<file path="config.mk">
export PLATFORM = sky130hd
export DESIGN_NAME = tick_synced_stereo_gate_flat
export DESIGN_NICKNAME = d
export VERILOG_FILES = /design/src/hdl/tsg_pkg.sv /design/src/hdl/tsg_stream_if.sv /design/src/hdl/tsg_scaler.sv /design/src/hdl/tsg_gain_ctrl.sv /design/src/hdl/tick_synced_stereo_gate.sv /design/src/flat_wrapper.sv
export SDC_FILE = /design/constraint.sdc
export NUM_CORES = 2
export LEC_CHECK = 0
export BUFFER_PORTS_ARGS = -buffer_cell sky130_fd_sc_hd__buf_2
export CORE_ASPECT_RATIO = 1.25
export CORE_MARGIN = 4
export CORE_UTILIZATION = 30
export CTS_BUF_LIST = sky130_fd_sc_hd__clkbuf_2
export DETAILED_ROUTE_END_ITERATION = 8
export PLACE_DENSITY = 0.43
export SETUP_SLACK_MARGIN = 0.4
export SLEW_MARGIN = 15
export SYNTH_ARGS = -nofsm -noshare
export SYNTH_HDL_FRONTEND = slang
export SYNTH_SLANG_ARGS = --single-unit
</file>
<file path="constraint.sdc">
create_clock -name clk_i -period 6.91 [get_ports clk_i]
set_clock_uncertainty 0.15 [all_clocks]
set_input_delay 1.382 -clock clk_i [delete_from_list [all_inputs] [get_ports clk_i]]
set_output_delay 1.382 -clock clk_i [all_outputs]
set_load 0.01 [all_outputs]
</file>
<file path="src/hdl/tsg_pkg.sv">
// Shared types and constants for the tick-synced stereo gate.
// No dependencies; every other file of the block imports this package.
package tsg_pkg;

  localparam int SAMPLE_BITS_DEF = 24;

  localparam int OPEN_BITS = 16;
  localparam int STEP_BITS = 15;
  localparam int VOL_BITS  = 17;
  localparam int CFG_BITS  = 16;

  localparam logic [VOL_BITS-1:0]  VOL_FULL       = 17'd65536;
  localparam logic [VOL_BITS-1:0]  VOL_LOW_LIMIT  = 17'd655;
  localparam logic [VOL_BITS-1:0]  VOL_HIGH_LIMIT = 17'd64881;
  localparam logic [OPEN_BITS-1:0] TIMER_MAX      = 16'hFFFF;

  localparam logic [OPEN_BITS-1:0] OPEN_RESET = 16'd2048;
  localparam logic [STEP_BITS-1:0] STEP_RESET = 15'd4096;

  typedef enum logic {
    CFG_OPEN_LENGTH = 1'b0,
    CFG_SLOPE_STEP  = 1'b1
  } cfg_idx_e;

  typedef enum logic {
    MODE_SAMPLE = 1'b0,
    MODE_TICK   = 1'b1
  } mode_e;

  typedef struct packed {
    logic scale_en;
    logic zero_en;
  } gate_ctl_t;

endpackage

</file>
<file path="src/hdl/tsg_stream_if.sv">
// Valid/ready stream interfaces for the gate's input items and result items.
// Depends on tsg_pkg for the default sample width.
interface tsg_in_if import tsg_pkg::*; #(
  parameter int SAMPLE_BITS = SAMPLE_BITS_DEF
);
  logic                          valid;
  logic                          ready;
  logic                          mode;
  logic signed [SAMPLE_BITS-1:0] left_in;
  logic signed [SAMPLE_BITS-1:0] right_in;

  modport source (output valid, mode, left_in, right_in, input ready);
  modport sink   (input valid, mode, left_in, right_in, output ready);
endinterface

interface tsg_out_if import tsg_pkg::*; #(
  parameter int SAMPLE_BITS = SAMPLE_BITS_DEF
);
  logic                          valid;
  logic                          ready;
  logic signed [SAMPLE_BITS-1:0] left_out;
  logic signed [SAMPLE_BITS-1:0] right_out;

  modport source (output valid, left_out, right_out, input ready);
  modport sink   (input valid, left_out, right_out, output ready);
endinterface

</file>
<file path="src/hdl/tsg_scaler.sv">
// Scales one signed sample by the Q16 volume with round to nearest, ties upward.
// Depends on tsg_pkg for the volume width.
module tsg_scaler import tsg_pkg::*; #(
  parameter int SAMPLE_BITS = SAMPLE_BITS_DEF
) (
  input  logic signed [SAMPLE_BITS-1:0] sample_i,
  input  logic        [VOL_BITS-1:0]    vol_i,
  output logic signed [SAMPLE_BITS-1:0] scaled_o
);

  localparam int PROD_BITS = SAMPLE_BITS + VOL_BITS + 1;

  logic signed [PROD_BITS-1:0] prod;
  logic signed [PROD_BITS-1:0] rounded;

  assign prod     = PROD_BITS'(sample_i) * PROD_BITS'($signed({1'b0, vol_i}));
  assign rounded  = prod + PROD_BITS'(32768);
  assign scaled_o = rounded[SAMPLE_BITS+15:16];

endmodule

</file>
<file path="src/hdl/tsg_gain_ctrl.sv">
// Configuration registers, sample timer and volume ramp state of the gate.
// Depends on tsg_pkg for widths, limits, register indexes and the control struct.
module tsg_gain_ctrl import tsg_pkg::*; (
  input  logic                clk_i,
  input  logic                rst_ni,
  input  logic                cfg_we_i,
  input  cfg_idx_e            cfg_idx_i,
  input  logic [CFG_BITS-1:0] cfg_data_i,
  input  logic                item_en_i,
  input  logic                mode_i,
  output gate_ctl_t           ctl_o,
  output logic [VOL_BITS-1:0] vol_o
);

  logic [OPEN_BITS-1:0] open_q;
  logic [STEP_BITS-1:0] step_q;
  logic [OPEN_BITS-1:0] timer_q, timer_d;
  logic [VOL_BITS-1:0]  vol_q, vol_d;
  logic                 muted_q, muted_d;
  logic                 ramp_q, ramp_d;

  logic [VOL_BITS:0]    vol_sum;
  logic [VOL_BITS-1:0]  vol_up;
  logic [VOL_BITS-1:0]  vol_down;
  logic                 thresh;

  always_ff @(posedge clk_i or negedge rst_ni) begin
    if (!rst_ni) begin
      open_q <= OPEN_RESET;
      step_q <= STEP_RESET;
    end else if (cfg_we_i) begin
      case (cfg_idx_i)
        CFG_OPEN_LENGTH: open_q <= cfg_data_i;
        CFG_SLOPE_STEP:  step_q <= cfg_data_i[STEP_BITS-1:0];
        default: ;
      endcase
    end
  end

  assign vol_sum  = {1'b0, vol_q} + (VOL_BITS+1)'(step_q);
  assign vol_up   = (vol_sum > (VOL_BITS+1)'(VOL_FULL)) ? VOL_FULL : vol_sum[VOL_BITS-1:0];
  assign vol_down = (vol_q > VOL_BITS'(step_q)) ? (vol_q - VOL_BITS'(step_q)) : '0;
  assign thresh   = ({1'b0, timer_q} + 17'd1) == {1'b0, open_q};

  always_comb begin
    timer_d = timer_q;
    vol_d   = vol_q;
    muted_d = muted_q;
    ramp_d  = ramp_q;
    ctl_o   = '0;
    if (mode_i == MODE_TICK) begin
      timer_d = '0;
      if (muted_q) begin
        muted_d = 1'b0;
        ramp_d  = 1'b1;
      end
    end else if (thresh) begin
      timer_d = open_q;
      if (ramp_q && vol_q < VOL_HIGH_LIMIT) begin
        ctl_o.scale_en = 1'b1;
        vol_d          = vol_up;
      end
      ramp_d  = 1'b1;
      muted_d = 1'b1;
    end else begin
      if (timer_q != TIMER_MAX) begin
        timer_d = timer_q + 16'd1;
      end
      if (!ramp_q) begin
        ctl_o.zero_en = muted_q;
      end else if (muted_q) begin
        if (vol_q > VOL_LOW_LIMIT) begin
          ctl_o.scale_en = 1'b1;
          vol_d          = vol_down;
          if (vol_down <= VOL_LOW_LIMIT) begin
            ramp_d = 1'b0;
          end
        end else begin
          ctl_o.zero_en = 1'b1;
          ramp_d        = 1'b0;
        end
      end else begin
        if (vol_q < VOL_HIGH_LIMIT) begin
          ctl_o.scale_en = 1'b1;
          vol_d          = vol_up;
          if (vol_up >= VOL_HIGH_LIMIT) begin
            ramp_d = 1'b0;
          end
        end else begin
          ramp_d = 1'b0;
        end
      end
    end
  end

  always_ff @(posedge clk_i or negedge rst_ni) begin
    if (!rst_ni) begin
      timer_q <= '0;
      vol_q   <= VOL_FULL;
      muted_q <= 1'b0;
      ramp_q  <= 1'b0;
    end else if (item_en_i) begin
      timer_q <= timer_d;
      vol_q   <= vol_d;
      muted_q <= muted_d;
      ramp_q  <= ramp_d;
    end
  end

  assign vol_o = vol_q;

`ifndef SYNTHESIS
  // A settled open gate sits at or above the upper limit.
  assert property (@(posedge clk_i) disable iff (!rst_ni)
    (!ramp_q && !muted_q) |-> (vol_q >= VOL_HIGH_LIMIT))
    else $error("open gate settled below the upper volume limit");

  // A settled closed gate sits at or below the lower limit.
  assert property (@(posedge clk_i) disable iff (!rst_ni)
    (!ramp_q && muted_q) |-> (vol_q <= VOL_LOW_LIMIT))
    else $error("closed gate settled above the lower volume limit");

  // A tick item always restarts the timer.
  assert property (@(posedge clk_i) disable iff (!rst_ni)
    (item_en_i && mode_i == MODE_TICK) |=> (timer_q == '0))
    else $error("sample timer not cleared by a tick item");
`endif

endmodule

</file>
<file path="src/hdl/tick_synced_stereo_gate.sv">
// Top level of the tick-synced stereo gate: input register, gain control,
// two channel scalers and the result register. Depends on tsg_pkg and the
// stream interfaces in tsg_stream_if.sv.

// Every item is first held in the input register. A sample item then moves on to the
// result register, where its result is offered; it waits in the input register while
// an earlier result there has not been taken. One item is taken in every cycle while
// the output side keeps up. Tick items leave the input register with no result and
// never wait on the output. The rate is set by the volume and timer update, which
// finishes within the cycle that one item leaves the input register, together
// with one multiplier per channel. Configuration writes take effect at the next
// edge and are meant to happen while no item is in flight.
module tick_synced_stereo_gate import tsg_pkg::*; #(
  parameter int SAMPLE_BITS = SAMPLE_BITS_DEF
) (
  input  logic                clk_i,
  input  logic                rst_ni,
  tsg_in_if.sink              in_ch_i,
  tsg_out_if.source           out_ch_o,
  input  logic                cfg_we_i,
  input  cfg_idx_e            cfg_idx_i,
  input  logic [CFG_BITS-1:0] cfg_data_i
);

  logic                          s1_v_q;
  logic                          s1_mode_q;
  logic signed [SAMPLE_BITS-1:0] s1_l_q, s1_r_q;
  logic                          out_v_q;
  logic signed [SAMPLE_BITS-1:0] out_l_q, out_r_q;
  logic signed [SAMPLE_BITS-1:0] out_l_d, out_r_d;
  logic signed [SAMPLE_BITS-1:0] scaled_l, scaled_r;
  logic                          s1_go;
  logic                          in_take;
  gate_ctl_t                     ctl;
  logic [VOL_BITS-1:0]           vol;

  assign s1_go   = s1_v_q && (s1_mode_q || !out_v_q || out_ch_o.ready);
  assign in_ch_i.ready = !s1_v_q || s1_go;
  assign in_take = in_ch_i.valid && in_ch_i.ready;

  tsg_gain_ctrl u_gain_ctrl (
    .clk_i      (clk_i),
    .rst_ni     (rst_ni),
    .cfg_we_i   (cfg_we_i),
    .cfg_idx_i  (cfg_idx_i),
    .cfg_data_i (cfg_data_i),
    .item_en_i  (s1_go),
    .mode_i     (s1_mode_q),
    .ctl_o      (ctl),
    .vol_o      (vol)
  );

  tsg_scaler #(.SAMPLE_BITS(SAMPLE_BITS)) u_scaler_l (
    .sample_i (s1_l_q),
    .vol_i    (vol),
    .scaled_o (scaled_l)
  );

  tsg_scaler #(.SAMPLE_BITS(SAMPLE_BITS)) u_scaler_r (
    .sample_i (s1_r_q),
    .vol_i    (vol),
    .scaled_o (scaled_r)
  );

  always_comb begin
    out_l_d = s1_l_q;
    out_r_d = s1_r_q;
    if (ctl.zero_en) begin
      out_l_d = '0;
      out_r_d = '0;
    end else if (ctl.scale_en) begin
      out_l_d = scaled_l;
      out_r_d = scaled_r;
    end
  end

  always_ff @(posedge clk_i or negedge rst_ni) begin
    if (!rst_ni) begin
      s1_v_q  <= 1'b0;
      out_v_q <= 1'b0;
    end else begin
      if (in_take) begin
        s1_v_q <= 1'b1;
      end else if (s1_go) begin
        s1_v_q <= 1'b0;
      end
      if (s1_go && s1_mode_q == MODE_SAMPLE) begin
        out_v_q <= 1'b1;
      end else if (out_ch_o.ready) begin
        out_v_q <= 1'b0;
      end
    end
  end

  always_ff @(posedge clk_i) begin
    if (in_take) begin
      s1_mode_q <= in_ch_i.mode;
      s1_l_q    <= in_ch_i.left_in;
      s1_r_q    <= in_ch_i.right_in;
    end
    if (s1_go && s1_mode_q == MODE_SAMPLE) begin
      out_l_q <= out_l_d;
      out_r_q <= out_r_d;
    end
  end

  assign out_ch_o.valid     = out_v_q;
  assign out_ch_o.left_out  = out_l_q;
  assign out_ch_o.right_out = out_r_q;

`ifndef SYNTHESIS
  // A tick item leaving the input register never creates a result.
  assert property (@(posedge clk_i) disable iff (!rst_ni)
    (s1_go && s1_mode_q == MODE_TICK && (!out_v_q || out_ch_o.ready)) |=> !out_v_q)
    else $error("tick item produced a result");

  // Zeroing and scaling are never requested together.
  assert property (@(posedge clk_i) disable iff (!rst_ni)
    s1_v_q |-> $onehot0({ctl.scale_en, ctl.zero_en}))
    else $error("gate control asks for both zero and scale");

  // A waiting result is not overwritten by the next item.
  assert property (@(posedge clk_i) disable iff (!rst_ni)
    (out_v_q && !out_ch_o.ready) |-> !(s1_go && s1_mode_q == MODE_SAMPLE))
    else $error("result register overwritten while stalled");
`endif

endmodule

</file>
<file path="src/flat_wrapper.sv">
// flat-port wrapper written by rule: the top's interface ports become plain ports
module tick_synced_stereo_gate_flat import tsg_pkg::*;
#(
  parameter int SAMPLE_BITS = SAMPLE_BITS_DEF
)
  (clk_i, rst_ni, cfg_we_i, cfg_idx_i, cfg_data_i, in_ch_i_valid, in_ch_i_mode, in_ch_i_left_in, in_ch_i_right_in, in_ch_i_ready, out_ch_o_valid, out_ch_o_left_out, out_ch_o_right_out, out_ch_o_ready);
  tsg_in_if #(.SAMPLE_BITS(SAMPLE_BITS)) in_ch_i_i ();
  tsg_out_if #(.SAMPLE_BITS(SAMPLE_BITS)) out_ch_o_i ();
  input  logic clk_i;
  input  logic rst_ni;
  input  logic cfg_we_i;
  input  cfg_idx_e cfg_idx_i;
  input  logic [CFG_BITS-1:0] cfg_data_i;
  input wire logic [$bits(in_ch_i_i.valid)-1:0] in_ch_i_valid;
  input wire logic [$bits(in_ch_i_i.mode)-1:0] in_ch_i_mode;
  input wire logic [$bits(in_ch_i_i.left_in)-1:0] in_ch_i_left_in;
  input wire logic [$bits(in_ch_i_i.right_in)-1:0] in_ch_i_right_in;
  output wire logic [$bits(in_ch_i_i.ready)-1:0] in_ch_i_ready;
  output wire logic [$bits(out_ch_o_i.valid)-1:0] out_ch_o_valid;
  output wire logic [$bits(out_ch_o_i.left_out)-1:0] out_ch_o_left_out;
  output wire logic [$bits(out_ch_o_i.right_out)-1:0] out_ch_o_right_out;
  input wire logic [$bits(out_ch_o_i.ready)-1:0] out_ch_o_ready;
  assign in_ch_i_i.valid = in_ch_i_valid;
  assign in_ch_i_i.mode = in_ch_i_mode;
  assign in_ch_i_i.left_in = in_ch_i_left_in;
  assign in_ch_i_i.right_in = in_ch_i_right_in;
  assign in_ch_i_ready = in_ch_i_i.ready;
  assign out_ch_o_valid = out_ch_o_i.valid;
  assign out_ch_o_left_out = out_ch_o_i.left_out;
  assign out_ch_o_right_out = out_ch_o_i.right_out;
  assign out_ch_o_i.ready = out_ch_o_ready;
  tick_synced_stereo_gate #(.SAMPLE_BITS(SAMPLE_BITS)) u_core (.clk_i(clk_i), .rst_ni(rst_ni), .in_ch_i(in_ch_i_i), .out_ch_o(out_ch_o_i), .cfg_we_i(cfg_we_i), .cfg_idx_i(cfg_idx_i), .cfg_data_i(cfg_data_i));
endmodule
</file>
==> results_dict.tcl <==
set metrics [dict create \
    period_share_pct 97.9 \
    via_count 27600 \
    dp.cells 5834 \
    drive_above_1_share_pct 17.7 \
    synthAdderAreaFrac_pct 50.4 \
    worstSetupPathType "reg -> reg" \
    place.detailed.hpwl_um 92500 \
    synthArstFlopShare_pct 41.2 \
    synth_area_leaders "fa_1 (41%), inv_1 (9.2%), ha_1 (8.9%)" \
    seqCellArea_sq_um 4640 \
    cellLeakagePower_nw 21.5 \
    synth_top_cell_by_area "fa_1" \
    worst_ep_required_time_ns 7.89 \
    fill_cells 12800 \
    io_pins 121 \
    yosysSeqAreaShare_pct 12.3 \
    ir_worst_vdd_uv 119 \
    drc 0 \
    track_usage_pct 17.8 \
    final_core_util_pct 36.1 \
    gp_congestion 0.872 \
    synthSimpleGateAreaFrac_pct 16.0 \
    multi_input_area_sq_um 29500 \
    grt_max_degree 69 \
    core_sq_um 124000 \
    fmax_mhz 148 \
    row_count 144 \
    synthFlopType "edfxtp_1" \
    avgSynthCellArea_sq_um 9.38 \
    fin_nets 5484 \
    hold_class "in -> reg" \
    synth-edff-count 97 \
    numCtsBuffers 17 \
    status "finished, final reports clean" \
    drtIter0Drc 1166 \
    synth_compound_area_share_pct 5.88 \
    crit_fanout 5 \
    max-slew-margin-rel_pct 30.4 \
    drtPass1Iterations 5 \
    yosys.cell_types.count 81 \
    grt_pass1_wl_um 179000 \
    final_cells 5994 \
    finalCriticalPeriod_ns 6.76 \
    antenna_found_initial 11 \
    finalHoldViolations 0 \
    detail-route-antenna-nets 0 \
    tritoncts "built" \
    syn_to_final_growth_pct 18.9 \
    worst_pin_slew_ns 1.04 \
    synth.net_count 5120 \
    drv_slew 0 \
    root_buffer "clkbuf_2" \
    total_power_mw 3.79 \
    dieHeight_um 404 \
    startpoint_type "flip-flop" \
    drv_cap 0 \
    drt-total-wl_um 112000 \
    synth_top_area_share_pct 41.5 \
    cts_buffer_depth 2 \
    first_global_vias 30900 \
    fp.dieW_um 324 \
    ys_warn_count 0 \
    cts.clk_slew.worst_paths_ns 0.42 \
    synth.mux.area_fraction_pct 1.41 \
    wire_per_inst_um 18.8 \
    r2r_slack_ns 0.15 \
    netlist_instances 4004 \
    initial_core_util_pct 30.3 \
    clock_sinks 165 \
    worst_ep_arrival_time_ns 7.74 \
    viasPerCell 4.60 \
    grt_overflow 0 \
    synth_top_family_by_area "adder cells" \
    worstSetupEndpointType "flip-flop" \
    rsz0062_at_grt "true" \
    clk-insertion-delay-late_ns 1.28 \
    finalSetupViolCount 0 \
    die_area_sq_um 131000 \
    ys_ff_latch 165 \
    synth_xor_area_share_pct 2.68 \
    htreeDepth 4 \
    power.density_nw_per_um2 84.9 \
    io_buffer_count 120 \
    syn_area_sq_um 37600 \
]
-- cells in the final DEF (no fill, tap or decap), types with 52 or more instances in the layout --
cell / instances
buf_2: 121
o21ai_0: 58
dlygate4sd3_1: 52
and2_1: 468
inv_1: 892
nand2_1: 456
fa_1: 752
nor2_1: 71
xnor2_1: 87
edfxtp_1: 97
a21oi_1: 77
ha_1: 246
buf_4: 256
-- where the power goes --
part	switching, mW	internal [mW]	total [mW]	leakage, nW
Sequential	0.0597	1.12	1.18	1.76
Combinational	1.04	0.905	1.95	19.6
Clock	0.538	0.126	0.664	0.147
Total	1.64	2.15	3.79	21.5
-- synthesized netlist by cell type, drive strengths merged (9+ instances only) --
| master | number |
|---|---|
| dfrtp | 65 |
| o21ai | 79 |
| or3 | 13 |
| mux2i | 13 |
| xor2 | 25 |
| mux2 | 34 |
| clkbuf | 163 |
| fa | 778 |
| and3 | 9 |
| o211ai | 10 |
| nor3 | 20 |
| nand2 | 461 |
| ha | 267 |
| a31oi | 9 |
| nand3 | 25 |
| edfxtp | 97 |
| nor2b | 15 |
| a21o | 29 |
| and2 | 485 |
| xnor2 | 90 |
| nor2 | 78 |
| nand4 | 17 |
| o21bai | 12 |
| inv | 923 |
| buf | 29 |
| a21oi | 125 |
-- worst max-delay path: stages, from the launching register on --
cell and delay (ns):
edfxtp_1 0.46, buf_4 0.12, buf_2 0.21, nand2_1 0.11, fa_1 0.54, inv_1 0.06, fa_1 0.55, fa_1 0.44
fa_1 0.49, fa_1 0.60, inv_2 0.05, fa_1 0.47, inv_1 0.06, ha_4 0.21, a21o_1 0.15, a21o_1 0.18
a2111oi_4 0.38, o31ai_4 0.11, o211ai_1 0.18, buf_4 0.17, a21oi_4 0.06, o41ai_2 0.28, buf_4 0.18, o21ai_2 0.05
xnor2_1 0.13, a211oi_2 0.20
-- metrics by stage --
| stage | TNS, ns | setup WS [ns] | hold WS (ns) | cell area [sq um] |
|---|---|---|---|---|
| floorplan | 0 | 0.393 | 0.322 | 37700 |
| CTS | 0 | 0.101 | 0.00139 | 44000 |
| global route | -0.271 | -0.0802 | 0.0807 | 44700 |
| finish | 0 | 0.146 | 0.237 | 44700 |
| detailed placement | -0.405 | -0.145 | 0.368 | 42200 |
| global placement | -0.324 | -0.116 | 0.365 | 42200 |
-- path summary, 6_finish.rpt --
kind,from,to,depth (start not counted)
hold reg to reg,u_core.s1_v_q,u_core.u_gain_ctrl.muted_q,1
setup reg to reg,u_core.s1_r_q[8],u_core.out_ch_o.right_out[23],25
max in group asynchronous,rst_ni,u_core.u_gain_ctrl.vol_o[6],3
min in group asynchronous,rst_ni,u_core.u_gain_ctrl.step_q[2],3
hold / removal,in_ch_i_left_in[9],u_core.s1_l_q[9],1
setup / recovery,u_core.s1_r_q[8],u_core.out_ch_o.right_out[23],25
-- logic make-up (layout without fill, tap and decap cells) --
group | after synthesis | after routing
muxes | 47 | 47
buffers and inverters | 1115 | 1492
adders and majority gates | 1045 | 1045
AOI/OAI and AO/OA | 347 | 347
DFF | 165 | 165
xor gates and xnor gates | 115 | 115
and+or+nand+nor | 1170 | 1170
other | 0 | 7
-- cell type report --
cell class              count  share of cell area (%)
clock buffers              17                   0.190
clock inverters            15                   0.345
repair buffers            537                    10.7
diodes                      7                  0.0392
multi-input cells        2724                    66.0
flip-flops and latches    165                    10.4
well taps                1606                    4.50
inverters                 923                    7.76
-- state kept, by name (all words and copies together), names as in the netlist --
name	cells
u_core.out_ch_o.left_out	24
u_core.out_ch_o.right_out	24
u_core.out_ch_o.valid	1
u_core.s1_l_q	24
u_core.s1_mode_q	1
u_core.s1_r_q	24
u_core.s1_v_q	1
u_core.u_gain_ctrl.muted_q	1
u_core.u_gain_ctrl.open_q	16
u_core.u_gain_ctrl.ramp_q	1
u_core.u_gain_ctrl.step_q	15
u_core.u_gain_ctrl.timer_q	16
u_core.u_gain_ctrl.vol_o	17
-- metal layers --
| metal | track usage [%] | share of wire, % |
|---|---|---|
| met4 | 5.55 | 3.0 |
| met1 | 20.7 | 40 |
| met2 | 34.2 | 55 |
| met5 | 0 | 0.024 |
| met3 | 1.80 | 2.4 |
-- timing repair --
item,CTS,global route
resized for setup,157,106
buffers inserted,41,23
hold buffers,52,0
pin swaps,109,106
hold endpoints to repair,72,0
setup endpoints to repair,31,36
cloned,4,1
Power figures use the tool's default switching activity.
